`src/design/rad_pkg.sv`:
```
// Package for the resource allocation DP block: word types, controller
// states and the command/status structs between controller and datapath.
// No dependencies.
package rad_pkg;

    // Field widths fixed by the interface
    localparam int unsigned ProfitW = 16;
    localparam int unsigned TotalW  = 32;
    localparam int unsigned CountW  = 5;
    localparam logic [CountW-1:0] NumDevReset = 5'd10;

    // Input word: one factory profit for the next device count
    typedef struct packed {
        logic [ProfitW-1:0] profit;
        logic               new_problem;
    } in_word_t;

    // Result word: best total and winning share for one device count
    typedef struct packed {
        logic [CountW-1:0]  device_count;
        logic [TotalW-1:0]  best_total;
        logic [CountW-1:0]  chosen_share;
        logic               row_done;
    } out_word_t;

    // Controller states
    typedef enum logic [2:0] {
        ST_IDLE,
        ST_SCAN,
        ST_DRAIN,
        ST_DONE,
        ST_COPY,
        ST_COPY_END
    } state_t;

    // Controller to datapath
    typedef struct packed {
        logic accept;   // take the input word
        logic scan;     // issue one candidate read
        logic done;     // present result, store current total
        logic copy;     // issue one row copy read
    } cmd_t;

    // Datapath to controller
    typedef struct packed {
        logic scan_end; // last candidate being read
        logic copy_end; // last row entry being read
        logic last;     // this word closes its row
    } status_t;

endpackage

```
`src/design/rad_ctrl.sv`:
```
// Controller state machine for the resource allocation DP block.
// Depends on rad_pkg for state, command and status types.
module rad_ctrl (
    input  logic             clk,
    input  logic             rst_n,
    input  logic             start,
    input  rad_pkg::status_t status,
    output rad_pkg::cmd_t    cmd,
    output logic             busy
);

    rad_pkg::state_t state_reg;
    rad_pkg::state_t state_next;

    // State register
    always_ff @(posedge clk or negedge rst_n)
    begin
        if (!rst_n)
        begin
            state_reg <= rad_pkg::ST_IDLE;
        end
        else
        begin
            state_reg <= state_next;
        end
    end

    // Next state
    always_comb
    begin
        state_next = state_reg;
        case (state_reg)
            rad_pkg::ST_IDLE:
            begin
                if (start)
                begin
                    state_next = rad_pkg::ST_SCAN;
                end
            end
            rad_pkg::ST_SCAN:
            begin
                if (status.scan_end)
                begin
                    state_next = rad_pkg::ST_DRAIN;
                end
            end
            rad_pkg::ST_DRAIN:
            begin
                state_next = rad_pkg::ST_DONE;
            end
            rad_pkg::ST_DONE:
            begin
                state_next = status.last ? rad_pkg::ST_COPY : rad_pkg::ST_IDLE;
            end
            rad_pkg::ST_COPY:
            begin
                if (status.copy_end)
                begin
                    state_next = rad_pkg::ST_COPY_END;
                end
            end
            rad_pkg::ST_COPY_END:
            begin
                state_next = rad_pkg::ST_IDLE;
            end
            default:
            begin
                state_next = rad_pkg::ST_IDLE;
            end
        endcase
    end

    // Outputs
    always_comb
    begin
        cmd  = '0;
        busy = 1'b1;
        case (state_reg)
            rad_pkg::ST_IDLE:
            begin
                busy       = 1'b0;
                cmd.accept = start;
            end
            rad_pkg::ST_SCAN:
            begin
                cmd.scan = 1'b1;
            end
            rad_pkg::ST_DONE:
            begin
                cmd.done = 1'b1;
            end
            rad_pkg::ST_COPY:
            begin
                cmd.copy = 1'b1;
            end
            default:
            begin
                cmd = '0;
            end
        endcase
    end

endmodule

```
`src/design/rad_datapath.sv`:
```
// Datapath for the resource allocation DP block: row stores, candidate
// scan with one saturating adder and comparator, row copy sweep.
// Depends on rad_pkg for word, command and status types.
module rad_datapath #(
    parameter int unsigned MAX_DEVICES = 16
) (
    input  logic                          clk,
    input  logic                          rst_n,
    input  rad_pkg::cmd_t                 cmd,
    input  rad_pkg::in_word_t             item,
    input  logic                          cfg_we,
    input  logic [rad_pkg::CountW-1:0]    cfg_data,
    output rad_pkg::status_t              status,
    output rad_pkg::out_word_t            result
);

    localparam int unsigned IW = $clog2(MAX_DEVICES + 1);
    localparam int unsigned LW = (IW > rad_pkg::CountW) ? IW : rad_pkg::CountW;
    localparam logic [LW-1:0] MaxExt = LW'(MAX_DEVICES);
    localparam logic [IW-1:0] IdxOne = IW'(1);

    // Row stores
    logic [rad_pkg::ProfitW-1:0] prof_mem [0:MAX_DEVICES];
    logic [rad_pkg::TotalW-1:0]  curb_mem [0:MAX_DEVICES];
    logic [rad_pkg::TotalW-1:0]  prev_mem [0:MAX_DEVICES];

    // Control registers
    logic [rad_pkg::CountW-1:0] num_dev_reg;
    logic [IW-1:0]              idx_reg;
    logic [IW-1:0]              idx_next;
    logic [IW-1:0]              i_reg;
    logic                       last_reg;
    logic [IW-1:0]              k_reg;
    logic [IW-1:0]              c_reg;
    logic                       rd_v_reg;
    logic                       rd_kz_reg;
    logic [IW-1:0]              rd_k_reg;
    logic                       wr_pend_reg;
    logic [MAX_DEVICES:0]       prev_valid_reg;

    // Payload registers
    logic [rad_pkg::ProfitW-1:0] prof_rd_reg;
    logic [rad_pkg::TotalW-1:0]  prev_rd_reg;
    logic                        prev_vrd_reg;
    logic [rad_pkg::TotalW-1:0]  best_reg;
    logic [IW-1:0]               share_reg;
    logic [rad_pkg::TotalW-1:0]  cb_rd_reg;
    logic [IW-1:0]               wr_addr_reg;

    // Combinational values
    logic [IW-1:0]              i_sel;
    logic [IW-1:0]              i_raw;
    logic [LW-1:0]              num_ext;
    logic [LW-1:0]              len_ext;
    logic                       last_sel;
    logic [IW-1:0]              prev_addr;
    logic [rad_pkg::ProfitW-1:0] prof_eff;
    logic [rad_pkg::TotalW-1:0]  prev_eff;
    logic [rad_pkg::TotalW:0]    sum_wide;
    logic [rad_pkg::TotalW-1:0]  cand;
    logic                        take;
    logic [LW-1:0]               i_out_ext;
    logic [LW-1:0]               share_out_ext;

    // Row length and index of the incoming word
    always_comb
    begin
        num_ext = LW'(num_dev_reg);
        if (num_dev_reg == '0)
        begin
            len_ext = LW'(1);
        end
        else if (num_ext > MaxExt)
        begin
            len_ext = MaxExt;
        end
        else
        begin
            len_ext = num_ext;
        end
        i_raw = item.new_problem ? IdxOne : idx_reg;
        if ((i_raw == '0) || (LW'(i_raw) > MaxExt))
        begin
            i_sel = IdxOne;
        end
        else
        begin
            i_sel = i_raw;
        end
        last_sel = (LW'(i_sel) >= len_ext);
        idx_next = last_sel ? IdxOne : (i_sel + IdxOne);
    end

    // Candidate: profit[k] + prev_best[i-k], saturating
    assign prev_addr = i_reg - k_reg;
    assign prof_eff  = rd_kz_reg ? '0 : prof_rd_reg;
    assign prev_eff  = prev_vrd_reg ? prev_rd_reg : '0;
    assign sum_wide  = {1'b0, prev_eff} + (rad_pkg::TotalW + 1)'(prof_eff);
    assign cand      = sum_wide[rad_pkg::TotalW] ? '1 : sum_wide[rad_pkg::TotalW-1:0];
    assign take      = rd_v_reg && (cand > best_reg);

    // Configuration register
    always_ff @(posedge clk or negedge rst_n)
    begin
        if (!rst_n)
        begin
            num_dev_reg <= rad_pkg::NumDevReset;
        end
        else if (cfg_we)
        begin
            num_dev_reg <= cfg_data;
        end
    end

    // Control: index, counters, pipeline flags, previous-row valid bits
    always_ff @(posedge clk or negedge rst_n)
    begin
        if (!rst_n)
        begin
            idx_reg        <= IdxOne;
            i_reg          <= IdxOne;
            last_reg       <= 1'b0;
            k_reg          <= '0;
            c_reg          <= '0;
            rd_v_reg       <= 1'b0;
            rd_kz_reg      <= 1'b0;
            rd_k_reg       <= '0;
            wr_pend_reg    <= 1'b0;
            prev_valid_reg <= '0;
        end
        else
        begin
            rd_v_reg    <= cmd.scan;
            rd_k_reg    <= k_reg;
            rd_kz_reg   <= (k_reg == '0);
            wr_pend_reg <= cmd.copy;
            if (cmd.accept)
            begin
                idx_reg  <= idx_next;
                i_reg    <= i_sel;
                last_reg <= last_sel;
                k_reg    <= '0;
                if (item.new_problem)
                begin
                    prev_valid_reg <= '0;
                end
            end
            if (cmd.scan)
            begin
                k_reg <= k_reg + IdxOne;
            end
            if (cmd.done)
            begin
                c_reg <= IdxOne;
            end
            if (cmd.copy)
            begin
                c_reg <= c_reg + IdxOne;
            end
            if (wr_pend_reg)
            begin
                prev_valid_reg[wr_addr_reg] <= 1'b1;
            end
        end
    end

    // Best candidate so far
    always_ff @(posedge clk)
    begin
        if (cmd.accept)
        begin
            best_reg  <= '0;
            share_reg <= '0;
        end
        else if (take)
        begin
            best_reg  <= cand;
            share_reg <= rd_k_reg;
        end
    end

    // Current profits: written on accept, read during the scan
    always_ff @(posedge clk)
    begin
        if (cmd.accept)
        begin
            prof_mem[i_sel] <= item.profit;
        end
        prof_rd_reg <= prof_mem[k_reg];
    end

    // Current totals: written at result time, read during the copy
    always_ff @(posedge clk)
    begin
        if (cmd.done)
        begin
            curb_mem[i_reg] <= best_reg;
        end
        cb_rd_reg   <= curb_mem[c_reg];
        wr_addr_reg <= c_reg;
    end

    // Previous totals: written by the copy, read during the scan
    always_ff @(posedge clk)
    begin
        if (wr_pend_reg)
        begin
            prev_mem[wr_addr_reg] <= cb_rd_reg;
        end
        prev_rd_reg  <= prev_mem[prev_addr];
        prev_vrd_reg <= prev_valid_reg[prev_addr];
    end

    // Status to the controller
    assign status.scan_end = (k_reg == i_reg);
    assign status.copy_end = (c_reg == i_reg);
    assign status.last     = last_reg;

    // Result word
    assign i_out_ext           = LW'(i_reg);
    assign share_out_ext       = LW'(share_reg);
    assign result.device_count = i_out_ext[rad_pkg::CountW-1:0];
    assign result.best_total   = best_reg;
    assign result.chosen_share = share_out_ext[rad_pkg::CountW-1:0];
    assign result.row_done     = last_reg;

endmodule

```
`src/design/resource_allocation_dp_core.sv`:
```
// Resource allocation DP core. An item for device count i is taken when start is
// high and busy low; its result strobe follows the candidate scan and a drain state.
// Each item runs a candidate scan (one read per cycle through the row stores), and
// the last item of a row adds a row copy sweep.
// The receiver cannot stall. Reset (rst_n, asynchronous, active low) clears the
// previous-row totals, sets the row index to one and the row length to ten.
module resource_allocation_dp_core #(
    parameter int unsigned MAX_DEVICES = 16
) (
    input  logic                       clk,
    input  logic                       rst_n,
    input  logic                       start,
    output logic                       busy,
    input  rad_pkg::in_word_t          item,
    output logic                       result_valid,
    output rad_pkg::out_word_t         result,
    input  logic                       cfg_we,
    input  logic [rad_pkg::CountW-1:0] cfg_data
);

    rad_pkg::cmd_t    cmd;
    rad_pkg::status_t status;

    // Controller
    rad_ctrl u_ctrl (
        .clk    (clk),
        .rst_n  (rst_n),
        .start  (start),
        .status (status),
        .cmd    (cmd),
        .busy   (busy)
    );

    // Datapath
    rad_datapath #(
        .MAX_DEVICES (MAX_DEVICES)
    ) u_dp (
        .clk      (clk),
        .rst_n    (rst_n),
        .cmd      (cmd),
        .item     (item),
        .cfg_we   (cfg_we),
        .cfg_data (cfg_data),
        .status   (status),
        .result   (result)
    );

    // Result strobe
    assign result_valid = cmd.done;

endmodule

```
`config.mk`:
```
export PLATFORM = sky130hd
export DESIGN_NAME = resource_allocation_dp_core
export DESIGN_NICKNAME = d
export VERILOG_FILES = /design/src/design/rad_pkg.sv /design/src/design/rad_ctrl.sv /design/src/design/rad_datapath.sv /design/src/design/resource_allocation_dp_core.sv
export SDC_FILE = /design/constraint.sdc
export NUM_CORES = 1
export LEC_CHECK = 0
export ABC_AREA = 1
export BUFFER_PORTS_ARGS = -buffer_cell sky130_fd_sc_hd__buf_2
export CORE_MARGIN = 5
export CORE_UTILIZATION = 44
export DETAILED_ROUTE_END_ITERATION = 10
export MAX_ROUTING_LAYER = met4
export PLACE_DENSITY = 0.66
export SETUP_SLACK_MARGIN = 0.3
export SLEW_MARGIN = 20
export SYNTH_ARGS = -nofsm -noshare
export SYNTH_HDL_FRONTEND = slang
export SYNTH_HIERARCHICAL = 1
export SYNTH_SLANG_ARGS = --single-unit
```
`constraint.sdc`:
```
create_clock -name clk -period 5.2 [get_ports clk]
set_input_delay 0.26 -clock clk [delete_from_list [all_inputs] [get_ports clk]]
set_output_delay 0.26 -clock clk [all_outputs]
set_load 0.1 [all_outputs]
```
==> flow_summary.toml <==
[flow_run]
maxCapViolCount = 0

[run_status]
status = "finished clean"

[power]
combPwrFrac_pct = 39.5
total_power_mw = 45.84
p_sw_mw = 19.12
p_leak_nw = 24.18
powerDensity_nw_per_um2 = 655.5
peakVddDrop_mv = 0.7543
pwr-share-clk_pct = 23.9
seqPwrFrac_pct = 36.7
p_int_mw = 26.72
switching_share_pct = 41.71

[yosys]
synth_area_sq_um = 61550
synthFlopType = "edfxtp_1"
ys_seq_area_share_pct = 72.56
synth_fp_nets = 5091
synth_edf_count = 1360
synthArstFlopShare_pct = 3.513
syn_avg_cell_area_sq_um = 12.31
ys_types = 47
netlist_instances = 4998
yosysWarnings = 6
ys_ff_latch = 1537

[cells_and_area]
regArea_sq_um = 44670
syn2layout_area_growth_pct = 13.63
fillers = 11870
finish.utilization_pct = 50.25
mostFrequentLayoutCell = "edfxtp_1"
multi_input_area_sq_um = 15170
drive_gt1_share_pct = 10.20
fin_nets = 5173
final_cell_mix = "edfxtp_1 (1360), nor2_1 (865), o21ai_0 (697)"
reg_top3 = "u_dp/curb_mem x544, u_dp/prev_mem x544, u_dp/prof_mem x272"

[sta]
layout_min_cycle_time_ps = 4396
post-route-period-util_pct = 84.55
fin_tns_setup_ps = 0
rsz0062_at_grt = "no"
hold_viol = 0
finalClockSkew_ps = 56.79
tightest_slew_ps = 1169
setup_violations = 0
max_freq_ghz = 0.2275
finalWorstSetupSlack_ps = 803.6
final_max_slew_viol_count = 0
timing.slew.headroom_pct = 21.91

[routing]
vias = 40780
drtIter0Drc = 5012
drt-pass1-iter-count = 6
final_antenna_net_count = 0
viasPerCell = 5.755
wl_per_cell_um = 23.41
routed_wl_mm = 165.9
drcViolationCount = 0

[floorplanning]
die_area_sq_um = 147500
die_h_um = 384.0
start_util_pct = 44.22
row_count = 137
core_area_sq_um = 139200
die_width_um = 384.0
ios = 71

[placement]
gp_congestion = 0.8995
numPortBuffers = 70
dp_slack_ps = 836.7
hpwl_mm = 91.73

[hold_path]
holdPathStages = 6
whs_endpoint = "u_dp/i_out_ext[1]"
min_path_type = "input pin to flip-flop"
hold_start = "item[0]"

[critical_path]
r2r_slack_ps = 800
r2r_end = "u_dp/best_reg[22]"
worst_r2r_path_depth = 24
critical_path_class = "flip-flop to flip-flop"
r2r-start = "u_dp/rd_kz_reg"
crit_fanout = 46
cp.arrival_ps = 5090
end_kind = "flip-flop"
start_kind = "flip-flop"
required_ps = 5890

[global_routing]
grt_pass1_wl_mm = 246.1
grt_max_degree = 201
grt-ovfl-total = 0
grtUsageTotal_pct = 22.71
grt_pass1_vias = 39020
antenna_found_initial = 7

[clock_tree]
cts_tree = "built"
post_cts_resized = 0
cts-buffers-inserted = 150
clk_path_buf_depth = 3
cts.sinks = 1537
path_clk_slew_ps = 60
cts-root-buf = "clkbuf_16"
clock_latency_ps = 810
h-tree-depth = 4
critical path, stage by stage, from the launching register on:
cell	delay, ps
dfrtp_1	320
buf_4	200
nor2_1	70
ha_1	230
fa_1	480
nand3_1	100
nand3_1	120
nand2_1	90
nand2_1	80
nand2_1	90
nand2_1	80
nand2_2	190
buf_4	240
nand3_1	160
ha_1	310
nand2_1	50
nor2_1	160
nand3b_1	140
nor3b_1	320
a21boi_1	150
nand2_2	240
buf_12	250
nand2_1	90
nand2_1	60
nor2_1	40
per-layer routing:
layer	wire length, um	global-route usage, %
met1	68220	30.67
met2	79440	36.13
met3	14060	3.434
met4	4174	6.477
met5	0	-
worst max path at each step:
stage / start / end / slack (ps) / cells after the start
after floorplan: u_ctrl/state_reg[1] / u_dp/curb_mem[16][0] / 540 / 4
after global placement: u_dp/rd_kz_reg / u_dp/best_reg[24] / 910 / 24
after detailed placement: u_dp/rd_kz_reg / u_dp/best_reg[11] / 840 / 23
after CTS: u_dp/rd_kz_reg / u_dp/best_reg[12] / 810 / 24
after global routing: u_dp/prev_vrd_reg / u_dp/best_reg[11] / 460 / 23
final: u_dp/rd_kz_reg / u_dp/best_reg[22] / 800 / 24
timing repair:
item,4_1_cts,5_1_grt
setup buffers,0,0
hold buffers,32,0
endpoints found under the hold margin,333,0
power groups by stage:
| stage | Sequential [mW] | Combinational, mW | Clock (mW) |
|---|---|---|---|
| after global routing | 17.0 | 19.6 | 11.7 |
| after CTS | 16.8 | 17.9 | 11.1 |
| final | 16.8 | 18.1 | 10.9 |
| after detailed placement | 17.0 | 17.8 | 0 |
| after floorplan | 17.4 | 10.3 | 0 |
| after global placement | 17.0 | 17.5 | 0 |
layout make-up:
class / count / area share (%)
timing repair buffer: 233 / 2.651
clock inverter: 80 / 1.252
tap: 1876 / 3.356
clock buffer: 199 / 5.920
multi-input combinational: 2930 / 21.69
inverter: 228 / 1.243
antenna: 3 / 0.01073
sequential: 1537 / 63.87
synthesized netlist by cell type, types with 16 or more instances:
master    number  share of area [%]
a21oi_1       69               0.56
a31oi_1       50               0.51
a41oi_1       16               0.23
buf_1         27               0.16
buf_2         31               0.25
clkbuf_1     238                1.5
dfrtp_1       50                2.0
dfxtp_1      123                4.0
edfxtp_1    1360                 66
ha_1          65                1.3
inv_1        223                1.4
nand2_1      472                2.9
nand3_1      223                1.8
nand3_2       19               0.31
nand4_1       16               0.16
nor2_1       915                5.6
o21ai_0      697                5.7
o221ai_1     222                3.2
o22ai_1       90               0.91
cell families after synthesis:
logic type               synth area share, %
flip-flops                             72.56
XOR/XNOR                              0.2277
multiplexers                         0.01829
AO/OA/AOI/OAI                          11.37
buffers and inverters                  3.362
AND/OR/NAND/NOR                        11.08
adder cells (fa/ha/maj)                1.386
per-stage QoR:
stage,instances,hold WS [ps],area (sq um)
5_1_grt,7085,115.6,69940
3_5_place_dp,6772,453.4,64600
3_3_place_gp,6772,443.0,64600
4_1_cts,7083,3.582,69930
2_1_floorplan,4998,-35.59,61560
6_report,7086,49.86,69940
Power figures use the tool's default switching activity.
